**src/design/lkvc_pkg.sv**
```systemverilog
// Shared constants, types and the controller state encoding for the LRU key-value cache.
package lkvc_pkg;

  localparam int ENTRIES        = 16;
  localparam int KEY_BITS       = 64;
  localparam int KEY_FIELD_BITS = 64;
  localparam int VALUE_BITS     = 32;
  localparam int CAP_BITS       = 5;
  localparam int IDX_W          = $clog2(ENTRIES);
  localparam int CNT_W          = $clog2(ENTRIES + 1);
  localparam int CMP_W          = (CAP_BITS > CNT_W) ? CAP_BITS : CNT_W;

  localparam logic [CAP_BITS-1:0]   CAP_RESET  = CAP_BITS'(16);
  localparam logic [VALUE_BITS-1:0] MISS_VALUE = '1;

  typedef enum logic {
    OP_PUT = 1'b0,
    OP_GET = 1'b1
  } op_t;

  typedef enum logic [1:0] {
    ST_IDLE,
    ST_LOOKUP,
    ST_UPDATE
  } state_t;

  // Commands from the controller to the datapath.
  typedef struct packed {
    logic load_in;
    logic latch_lookup;
    logic commit;
  } cmd_t;

endpackage

```
**src/design/lkvc_if.sv**
```systemverilog
// Request and response channel interfaces for the LRU key-value cache.
interface lkvc_req_if import lkvc_pkg::*; ();
  logic                          valid;
  logic                          ready;
  logic                          op;
  logic [KEY_FIELD_BITS-1:0]     key;
  logic signed [VALUE_BITS-1:0]  value;

  modport source (output valid, output op, output key, output value, input ready);
  modport sink   (input valid, input op, input key, input value, output ready);
endinterface

interface lkvc_rsp_if import lkvc_pkg::*; ();
  logic                          valid;
  logic                          ready;
  logic                          ok;
  logic signed [VALUE_BITS-1:0]  read_value;

  modport source (output valid, output ok, output read_value, input ready);
  modport sink   (input valid, input ok, input read_value, output ready);
endinterface

```
**src/design/lkvc_ctrl.sv**
```systemverilog
// Controller state machine: sequences load, lookup and commit of one request.
module lkvc_ctrl import lkvc_pkg::*; (
  input  logic clk,
  input  logic rst,
  input  logic in_valid,
  output logic in_ready,
  output logic out_valid,
  input  logic out_ready,
  output cmd_t cmd
);

  state_t state, state_next;
  logic   out_valid_next;
  logic   can_commit;

  assign can_commit = !out_valid || out_ready;

  always_ff @(posedge clk) begin
    if (rst) begin
      state     <= ST_IDLE;
      out_valid <= 1'b0;
    end else begin
      state     <= state_next;
      out_valid <= out_valid_next;
    end
  end

  always_comb begin
    state_next     = state;
    in_ready       = 1'b0;
    cmd            = '0;
    out_valid_next = out_valid && !out_ready;
    case (state)
      ST_IDLE: begin
        in_ready = 1'b1;
        if (in_valid) begin
          cmd.load_in = 1'b1;
          state_next  = ST_LOOKUP;
        end
      end
      ST_LOOKUP: begin
        cmd.latch_lookup = 1'b1;
        state_next       = ST_UPDATE;
      end
      ST_UPDATE: begin
        if (can_commit) begin
          // The next request may enter in the same cycle as this commit.
          cmd.commit     = 1'b1;
          out_valid_next = 1'b1;
          in_ready       = 1'b1;
          if (in_valid) begin
            cmd.load_in = 1'b1;
            state_next  = ST_LOOKUP;
          end else begin
            state_next = ST_IDLE;
          end
        end
      end
      default: begin
        state_next = ST_IDLE;
      end
    endcase
  end

endmodule

```
**src/design/lkvc_dp.sv**
```systemverilog
// Datapath: entry storage, parallel key match, victim select and recency update.
module lkvc_dp import lkvc_pkg::*; (
  input  logic                         clk,
  input  logic                         rst,
  input  cmd_t                         cmd,
  input  logic                         cfg_wen,
  input  logic [CAP_BITS-1:0]          cfg_wdata,
  input  logic                         in_op,
  input  logic [KEY_FIELD_BITS-1:0]    in_key,
  input  logic signed [VALUE_BITS-1:0] in_value,
  output logic                         out_ok,
  output logic signed [VALUE_BITS-1:0] out_read_value
);

  logic [CAP_BITS-1:0]   capacity;
  logic [KEY_BITS-1:0]   keys  [ENTRIES];
  logic [VALUE_BITS-1:0] vals  [ENTRIES];
  logic [IDX_W-1:0]      rank  [ENTRIES];
  logic [ENTRIES-1:0]    valid;
  logic [CNT_W-1:0]      count;

  logic                  op_q;
  logic [KEY_BITS-1:0]   key_q;
  logic [VALUE_BITS-1:0] val_q;

  logic                  hit_q;
  logic                  grow_q;
  logic                  keyz_q;
  logic [IDX_W-1:0]      slot_q;

  logic [ENTRIES-1:0]    match;
  logic [ENTRIES-1:0]    oldest;
  logic [IDX_W-1:0]      hit_idx;
  logic [IDX_W-1:0]      old_idx;
  logic [IDX_W-1:0]      free_idx;
  logic [IDX_W-1:0]      last_rank;
  logic [CMP_W-1:0]      cap_ext;
  logic [CMP_W-1:0]      eff_cap;
  logic                  full;
  logic                  hit_any;

  logic                  do_put;
  logic [CNT_W-1:0]      limit;
  logic                  ok_next;
  logic [VALUE_BITS-1:0] rv_next;

  // Lookup: compare every stored key at once and pick the slot to use.
  always_comb begin
    last_rank = IDX_W'(count - CNT_W'(1));
    match     = '0;
    oldest    = '0;
    hit_idx   = '0;
    old_idx   = '0;
    free_idx  = '0;
    for (int i = 0; i < ENTRIES; i++) begin
      match[i]  = valid[i] && (keys[i] == key_q);
      oldest[i] = valid[i] && (rank[i] == last_rank);
    end
    for (int i = ENTRIES - 1; i >= 0; i--) begin
      if (match[i])  hit_idx  = IDX_W'(i);
      if (oldest[i]) old_idx  = IDX_W'(i);
      if (!valid[i]) free_idx = IDX_W'(i);
    end
    hit_any = |match;
    cap_ext = CMP_W'(capacity);
    if (cap_ext == '0) begin
      eff_cap = CMP_W'(1);
    end else if (cap_ext > CMP_W'(ENTRIES)) begin
      eff_cap = CMP_W'(ENTRIES);
    end else begin
      eff_cap = cap_ext;
    end
    full = CMP_W'(count) >= eff_cap;
  end

  // Update side: recency limit and the result beat.
  always_comb begin
    do_put = (op_q == OP_PUT) && !keyz_q;
    limit  = hit_q ? CNT_W'(rank[slot_q]) : CNT_W'(ENTRIES);
    if (op_q == OP_GET) begin
      ok_next = hit_q && !keyz_q;
      rv_next = ok_next ? vals[slot_q] : MISS_VALUE;
    end else begin
      ok_next = !keyz_q;
      rv_next = '0;
    end
  end

  always_ff @(posedge clk) begin
    if (cmd.load_in) begin
      op_q  <= in_op;
      key_q <= in_key[KEY_BITS-1:0];
      val_q <= in_value;
    end
    if (cmd.latch_lookup) begin
      hit_q  <= hit_any;
      grow_q <= !hit_any && !full;
      keyz_q <= (key_q == '0);
      if (hit_any) begin
        slot_q <= hit_idx;
      end else if (full) begin
        slot_q <= old_idx;
      end else begin
        slot_q <= free_idx;
      end
    end
    if (cmd.commit) begin
      out_ok         <= ok_next;
      out_read_value <= rv_next;
    end
    if (cmd.commit && do_put) begin
      vals[slot_q] <= val_q;
      if (!hit_q) begin
        keys[slot_q] <= key_q;
      end
    end
  end

  always_ff @(posedge clk) begin
    if (rst) begin
      capacity <= CAP_RESET;
      valid    <= '0;
      count    <= '0;
      for (int i = 0; i < ENTRIES; i++) begin
        rank[i] <= '0;
      end
    end else begin
      if (cfg_wen) begin
        capacity <= cfg_wdata;
      end
      if (cmd.commit && do_put) begin
        // Entries newer than the limit age by one; the written slot becomes newest.
        for (int i = 0; i < ENTRIES; i++) begin
          if (IDX_W'(i) != slot_q && valid[i] && (CNT_W'(rank[i]) < limit)) begin
            rank[i] <= rank[i] + IDX_W'(1);
          end
        end
        rank[slot_q]  <= '0;
        valid[slot_q] <= 1'b1;
        if (grow_q) begin
          count <= count + CNT_W'(1);
        end
      end
    end
  end

endmodule

```
**src/design/lru_key_value_cache_top.sv**
```systemverilog
// Top level of the LRU key-value cache: controller, datapath and channel hookup.
// Each request passes the lookup cycle (parallel key match and victim select), then the
//   commit cycle (entry and rank write), and its result beat is registered. A new request
//   beat can be taken in the commit cycle of the one before; back pressure holds the commit.
// Reset (rst, synchronous): clears valid bits, recency ranks, entry count and sets
//   capacity to 16. Key and value storage is not cleared and needs no clearing pass.
module lru_key_value_cache_top import lkvc_pkg::*; (
  input  logic                clk,
  input  logic                rst,
  input  logic                cfg_wen,
  input  logic [CAP_BITS-1:0] cfg_wdata,
  lkvc_req_if.sink            req,
  lkvc_rsp_if.source          rsp
);

  // The controller walks each request through three phases. A request beat is
  // captured into the datapath input registers; in the following cycle every
  // stored key is compared in parallel and the slot to use is latched (the
  // matching entry, the oldest entry when the store is full, or the first free
  // entry). In the commit cycle the entry and the recency ranks are written and
  // the result beat is loaded into the output register. A new request beat is
  // taken in that same commit cycle, so the output register separates the two
  // sides and back pressure only stalls the commit.
  cmd_t cmd;
  logic in_ready;
  logic out_valid;

  lkvc_ctrl u_ctrl (
    .clk       (clk),
    .rst       (rst),
    .in_valid  (req.valid),
    .in_ready  (in_ready),
    .out_valid (out_valid),
    .out_ready (rsp.ready),
    .cmd       (cmd)
  );

  lkvc_dp u_dp (
    .clk            (clk),
    .rst            (rst),
    .cmd            (cmd),
    .cfg_wen        (cfg_wen),
    .cfg_wdata      (cfg_wdata),
    .in_op          (req.op),
    .in_key         (req.key),
    .in_value       (req.value),
    .out_ok         (rsp.ok),
    .out_read_value (rsp.read_value)
  );

  assign req.ready = in_ready;
  assign rsp.valid = out_valid;

`ifndef SYNTHESIS
  // An accepted request beat always moves on to the lookup cycle.
  a_accept_to_lookup: assert property (@(posedge clk) disable iff (rst)
    (req.valid && in_ready) |=> cmd.latch_lookup)
    else $error("accepted request did not enter lookup");

  // A commit always presents a result beat on the next cycle.
  a_commit_to_result: assert property (@(posedge clk) disable iff (rst)
    cmd.commit |=> out_valid)
    else $error("commit without result beat");

  // A failed result is either a rejected put (zero) or a get miss (all ones).
  a_fail_value: assert property (@(posedge clk) disable iff (rst)
    (out_valid && !rsp.ok) |-> ((rsp.read_value == '0) || (rsp.read_value == MISS_VALUE)))
    else $error("failed result carries a stored value");
`endif

endmodule

```
**src/flat_wrapper.sv**
```systemverilog
// flat-port wrapper written by rule: the top's interface ports become plain ports
module lru_key_value_cache_top_flat import lkvc_pkg::*;
  (clk, rst, cfg_wen, cfg_wdata, req_valid, req_op, req_key, req_value, req_ready, rsp_valid, rsp_ok, rsp_read_value, rsp_ready);
  lkvc_req_if req_i ();
  lkvc_rsp_if rsp_i ();
  input  logic clk;
  input  logic rst;
  input  logic cfg_wen;
  input  logic [CAP_BITS-1:0] cfg_wdata;
  input wire logic [$bits(req_i.valid)-1:0] req_valid;
  input wire logic [$bits(req_i.op)-1:0] req_op;
  input wire logic [$bits(req_i.key)-1:0] req_key;
  input wire logic [$bits(req_i.value)-1:0] req_value;
  output wire logic [$bits(req_i.ready)-1:0] req_ready;
  output wire logic [$bits(rsp_i.valid)-1:0] rsp_valid;
  output wire logic [$bits(rsp_i.ok)-1:0] rsp_ok;
  output wire logic [$bits(rsp_i.read_value)-1:0] rsp_read_value;
  input wire logic [$bits(rsp_i.ready)-1:0] rsp_ready;
  assign req_i.valid = req_valid;
  assign req_i.op = req_op;
  assign req_i.key = req_key;
  assign req_i.value = req_value;
  assign req_ready = req_i.ready;
  assign rsp_valid = rsp_i.valid;
  assign rsp_ok = rsp_i.ok;
  assign rsp_read_value = rsp_i.read_value;
  assign rsp_i.ready = rsp_ready;
  lru_key_value_cache_top u_core (.clk(clk), .rst(rst), .cfg_wen(cfg_wen), .cfg_wdata(cfg_wdata), .req(req_i), .rsp(rsp_i));
endmodule
```
**config.mk**
```make
export PLATFORM = sky130hd
export DESIGN_NAME = lru_key_value_cache_top_flat
export DESIGN_NICKNAME = d
export VERILOG_FILES = /design/src/design/lkvc_pkg.sv /design/src/design/lkvc_if.sv /design/src/design/lkvc_ctrl.sv /design/src/design/lkvc_dp.sv /design/src/design/lru_key_value_cache_top.sv /design/src/flat_wrapper.sv
export SDC_FILE = /design/constraint.sdc
export NUM_CORES = 2
export LEC_CHECK = 0
export CAP_MARGIN = 40
export CORE_UTILIZATION = 50
export DETAILED_ROUTE_END_ITERATION = 12
export DONT_BUFFER_PORTS = 1
export PLACE_DENSITY = 0.65
export SLEW_MARGIN = 0
export SYNTH_ARGS = -nofsm -noshare
export SYNTH_HDL_FRONTEND = slang
export SYNTH_SLANG_ARGS = --single-unit
export TNS_END_PERCENT = 5
```
**constraint.sdc**
```tcl
create_clock -name clk -period 9.75 [get_ports clk]
set_input_delay 1.4625 -clock clk [delete_from_list [all_inputs] [get_ports clk]]
set_output_delay 1.4625 -clock clk [all_outputs]
set_load 0.01 [all_outputs]
```
# After elaboration in Yosys (flattened, before gate mapping)
# Memory sizes are Yosys's and may differ from the RTL's. A register that Yosys moved wholly into a read port is not among the register bits.
# Index checks and enable logic that the tools add are counted.
# totals
regBits,166
ramBits,1600
input_bits,107
output_inout_bits,35
word_cells,368
n_memories,3
# memory_table
name,words,width,read_ports,rd_ports_with_merged_regs,wr,line,rtl
u_core.u_dp.keys,16,64,16,0,1,lkvc_dp.sv:16,logic [KEY_BITS-1:0] keys [ENTRIES];
u_core.u_dp.vals,16,32,1,1,1,lkvc_dp.sv:17,logic [VALUE_BITS-1:0] vals [ENTRIES];
u_core.u_dp.rank,16,4,17,1,17,lkvc_dp.sv:18,logic [IDX_W-1:0] rank [ENTRIES];
# op_classes
n_addsub,18
magnitude_cmp,20
eq_ne,51
mux,161
bitwise_logic,18
n_reduce_logical,83
# ops
cell,count
64-bit equality test,16
4-bit 2-to-1 mux,68
1-bit 2-to-1 mux,83
4-bit by 5-bit < comparator with 1-bit output,16
1-bit logical AND,70
"4-bit by 1-bit adder with 4-bit output, second input constant",16
4-bit equality test,16
64-bit zero test,1
32-bit 2-to-1 mux,1
"4-bit != test, first input constant",8
"3-bit by 4-bit != test with 1-bit output, first input constant",4
1-bit bitwise OR,16
16-bit bitwise OR,1
16-bit OR reduction,1
5-bit 2-to-1 mux,3
"2-bit by 4-bit != test with 1-bit output, first input constant",2
2-bit case mux with 3 select lines,1
"5-bit by 1-bit adder with 5-bit output, second input constant",1
5-bit >= comparator,1
"5-bit > comparator, second input constant",1
1-bit zero test,5
5-bit zero test,1
"4-bit by 5-bit < comparator with 1-bit output, second input constant",1
1-bit demux with 4-bit select,1
13 further kinds,17

# Depth between registers and ports, before layout
# logic_depth
ltp_word,22
ltp_mapped,15
ltp_nobuf,13

# By module
# A second synthesis with hierarchy kept.
# hier_totals
hier_cells,5203
area_unflattened_um2,78850.6
# by_module_without_submodules
module,n_inst,cells_per_inst,area_per_inst_um2
lkvc_dp,1,5188,78694.2
lkvc_ctrl,1,15,156.4

# Worst setup path after synthesis
# Ideal clock, no wire load.
# synth_timing
path_type,input -> register
startpoint,in rsp_ready
endpoint,"mem u_core.u_dp.keys[15][0], enable pin"
setup_time_ns,0.644
arrival_ns,8.439
setup_slack_ns,0.667
stages,7
cell_sequence,inv_1 nand2_1 nand2b_1 or3_1 clkbuf_1 clkbuf_1 nor4_1
# synth_between
elab_chain_len,6
# synth_lines
element,line,rtl
start: declaration,flat_wrapper.sv:18,input wire logic [$bits(rsp_i.ready)-1:0] rsp_ready;
1-bit logical OR,lkvc_ctrl.sv:16,assign can_commit = !out_valid || out_ready;
1-bit 2-to-1 mux,lkvc_ctrl.sv:46,if (can_commit) begin
1-bit 2-to-1 mux,lkvc_ctrl.sv:33,case (state)
1-bit logical AND,lkvc_dp.sv:111,if (cmd.commit && do_put) begin
1-bit 2-to-1 mux,lkvc_dp.sv:111,
1-bit 2-to-1 mux (implied by the code),lkvc_dp.sv:114,keys[slot_q] <= key_q;
end: declaration,lkvc_dp.sv:16,
# Every way passes these cells.

==> out/results.ini <==
[logic_synthesis]
ys_warn_count = 0
synthCells = 5202
yosys.area.top_type_share_pct = 63.9
synth-seq-area-share_pct = 66.4
synth_area_um2 = 78600
ys.flop_type = edfxtp_1
synth.largest_area_cell = edfxtp_1
avgSynthCellArea_um2 = 15.1
ys_seq_elements = 1770
synthTopCellsByCount = edfxtp_1, xnor2_1, xor2_1, nand2b_1, nand4_1
ys_types = 79
synthTopCellsByArea = edfxtp_1, xnor2_1, mux4_2
synthMostInstantiatedCell = edfxtp_1
synth_enable_flop_cells = 1673
async_reset_ff_share_pct = 0
syn_nets = 5380

[place]
hpwlAfterDp_mm = 151
dp_slack_ns = 5.36
gp_congestion = 0.957
dpl.cell_count = 7223
io_buffers = 0
place_area_um2 = 82000

[cells_and_area]
area_growth_pct = 12.1
design_area_um2 = 88100
num-nets-final = 5529
final_layout_size_suffix_gt1_share_pct = 12.4
fin_cells = 7571
fillers = 12200

[global_route]
grt_overflow = 0
grt_pass1_vias = 46700
track_usage_pct = 30.6
grt_pass1_wl_mm = 343
grt_max_degree = 115
antenna_found_initial = 20

[clock_network]
clock_path_buffers = 3
tritoncts = done
clk_latency_ns = 0.84
cts_resized = 0
h-tree-depth = 4
cts.sinks = 1770
cts_buffers = 183
holdBufCountCts = 0
path_clk_slew_ns = 0.06
clock-root-buffer = clkbuf_16
post-cts-setup-buffers = 0

[drt]
dr_total_vias = 48000
drtIter0Drc = 6020
dr.pass1.iters = 6
wl_mm = 244
drc = 0
wl_per_cell_um = 32.2
antenna_left = 0
via_per_inst = 6.34

[power_and_ir_drop]
finalPower_mw = 16.4
ir_drop_uv = 186
pwr_density_cell_nw_per_um2 = 187
power_leakage_nw = 27.8

[worst_setup_path]
critPathMaxStageDelay_ns = 0.67
crit_arrival_ns = 5.30
critPathSlowestCell = nor4b_1
path_max_fanout = 39
path_buf_inv = 4
end_kind = flop
cp-start-kind = flop
path_cells = buf_4 -> inv_1 -> o21a_1 -> nand4_1 -> or3_1 -> nor4_1 -> clkdlybuf4s15_2 -> nor4_1 -> buf_2 -> nor4b_1 -> o21ai_0 -> a31oi_1
r2r_slack_ns = 5.18
critPathKind = flop to flop
cp_data_required_time_ns = 10.48
crit_family = buffers and inverters
cp_common_cell = nor4_1

[timing]
finalSetupViolCount = 0
min_period_ns = 4.57
worst_pin_slew_ns = 0.999
max_freq_ghz = 0.219
min_period_over_period_pct = 46.9
clock_skew_ns = 0.0306
tns_ns = 0
worst_slack_ns = 5.18
finalHoldViolCount = 0
relSlewSlack_pct = 32.8
rsz0062_at_grt = false
maxSlewViolCount = 0

[floorplanning]
die_w_um = 398
fp.dieH_um = 398
dieArea_um2 = 159000
io_pins = 142
core_um2 = 156000
start_util_pct = 50.4
num_rows = 145

[flow_run]
cap_violations = 0

[hold_path]
hold_path_class = flop to flop

[outcome]
outcome = finished clean

[through the flow]
stage	util [%]	hold WS [ns]
2_1_floorplan	-	0.457
3_3_place_gp	52.4	0.480
3_5_place_dp	52.6	0.479
4_1_cts	56.4	0.490
5_1_grt	56.4	0.510
6_report	56.4	0.494
[worst paths after layout]
| check | cells past startpoint | start | to |
|---|---|---|---|
| hold reg to reg | 1 | u_core.u_ctrl.state[1]$_SDFFE_PP0P_ | u_core.u_ctrl.state[1]$_SDFFE_PP0P_ |
| hold / removal | 1 | u_core.u_ctrl.state[1]$_SDFFE_PP0P_ | u_core.u_ctrl.state[1]$_SDFFE_PP0P_ |
| setup reg to reg | 12 | u_core.u_dp.key_q[37]$_DFFE_PP_ | flop |
| setup / recovery | 12 | u_core.u_dp.key_q[37]$_DFFE_PP_ | flop |
[report_power, final]
part           total [mW]  internal [mW]  switching [mW]
registers            8.43           8.36          0.0682
logic                1.00          0.306           0.696
clock network        7.01           3.97            3.04
[cell families after synthesis]
group                    count (synthesis)  synth area share, %
flip-flops                            1770                 66.4
buffers and inverters                  322                 1.76
adder cells (fa/ha/maj)                 71                 1.13
AND/OR/NAND/NOR                       1641                 12.1
AO/OA/AOI/OAI                          291                 2.82
multiplexers                           201                 5.43
XOR/XNOR                               906                 10.3
[cells in the final DEF (no fill, tap or decap), drive strengths merged, types with 7 or more instances in the layout]
cell     count
edfxtp    1673
xnor2      488
xor2       405
nand2b     375
nand4      324
clkbuf     233
nor4       215
nor2       201
buf        184
mux4       180
nand2      135
inv        104
dfxtp       97
nor3        89
nand3       84
clkinv      83
ha          71
o2111ai     66
nor2b       50
o21a        48
o21ai       34
or4         29
nor4b       26
a21oi       26
nor3b       25
mux2i       21
o221ai      20
bufinv      17
o22ai       16
or3         14
nand4b      13
a2111oi     12
xnor3       12
or2         12
and4        10
o2bb2ai      8
a22o         8
and3b        8
a31oi        7
a211oi       7
[worst register-to-register path: cells and delay by family (launching register included)]
kind            cells  cell delay, ns
buf+inv             4            1.70
compound gates      3            0.81
simple gates        5            1.47
flops               1            0.51
[registers in the layout (all words and copies together) (netlist names), 5 cells and up, named ones only]
signal	cells
u_core.u_dp.keys	1024
u_core.u_dp.rank	64
u_core.u_dp.cap_ext	5
u_core.u_dp.valid	16
u_core.u_dp.out_read_value	32
u_core.u_dp.vals	512
u_core.u_dp.key_q	64
u_core.u_dp.val_q	32
u_core.u_dp.count	5
[per-layer routing]
| metal | global-route usage (%) | vias to the layer above | routed length [um] |
|---|---|---|---|
| met5 | 0 | - | 50 |
| met4 | 13.5 | 8 | 11300 |
| met3 | 4.82 | 558 | 20900 |
| met2 | 48.3 | 2700 | 113000 |
| met1 | 41.9 | 24400 | 98800 |
| li1 | - | 20300 | - |
[layout make-up]
| cell class | instances | area, um^2 | area share [%] |
|---|---|---|---|
| antenna | 6 | 15.0 | 0.0171 |
| inverter | 99 | 372 | 0.422 |
| tap | 2058 | 2570 | 2.92 |
| clock inverter | 109 | 1180 | 1.34 |
| multi-input combinational | 3110 | 25200 | 28.6 |
| sequential | 1770 | 52200 | 59.3 |
| timing repair buffer | 187 | 1690 | 1.92 |
| clock buffer | 232 | 4800 | 5.46 |
Note: power is estimated with default switching activity, not from simulation.
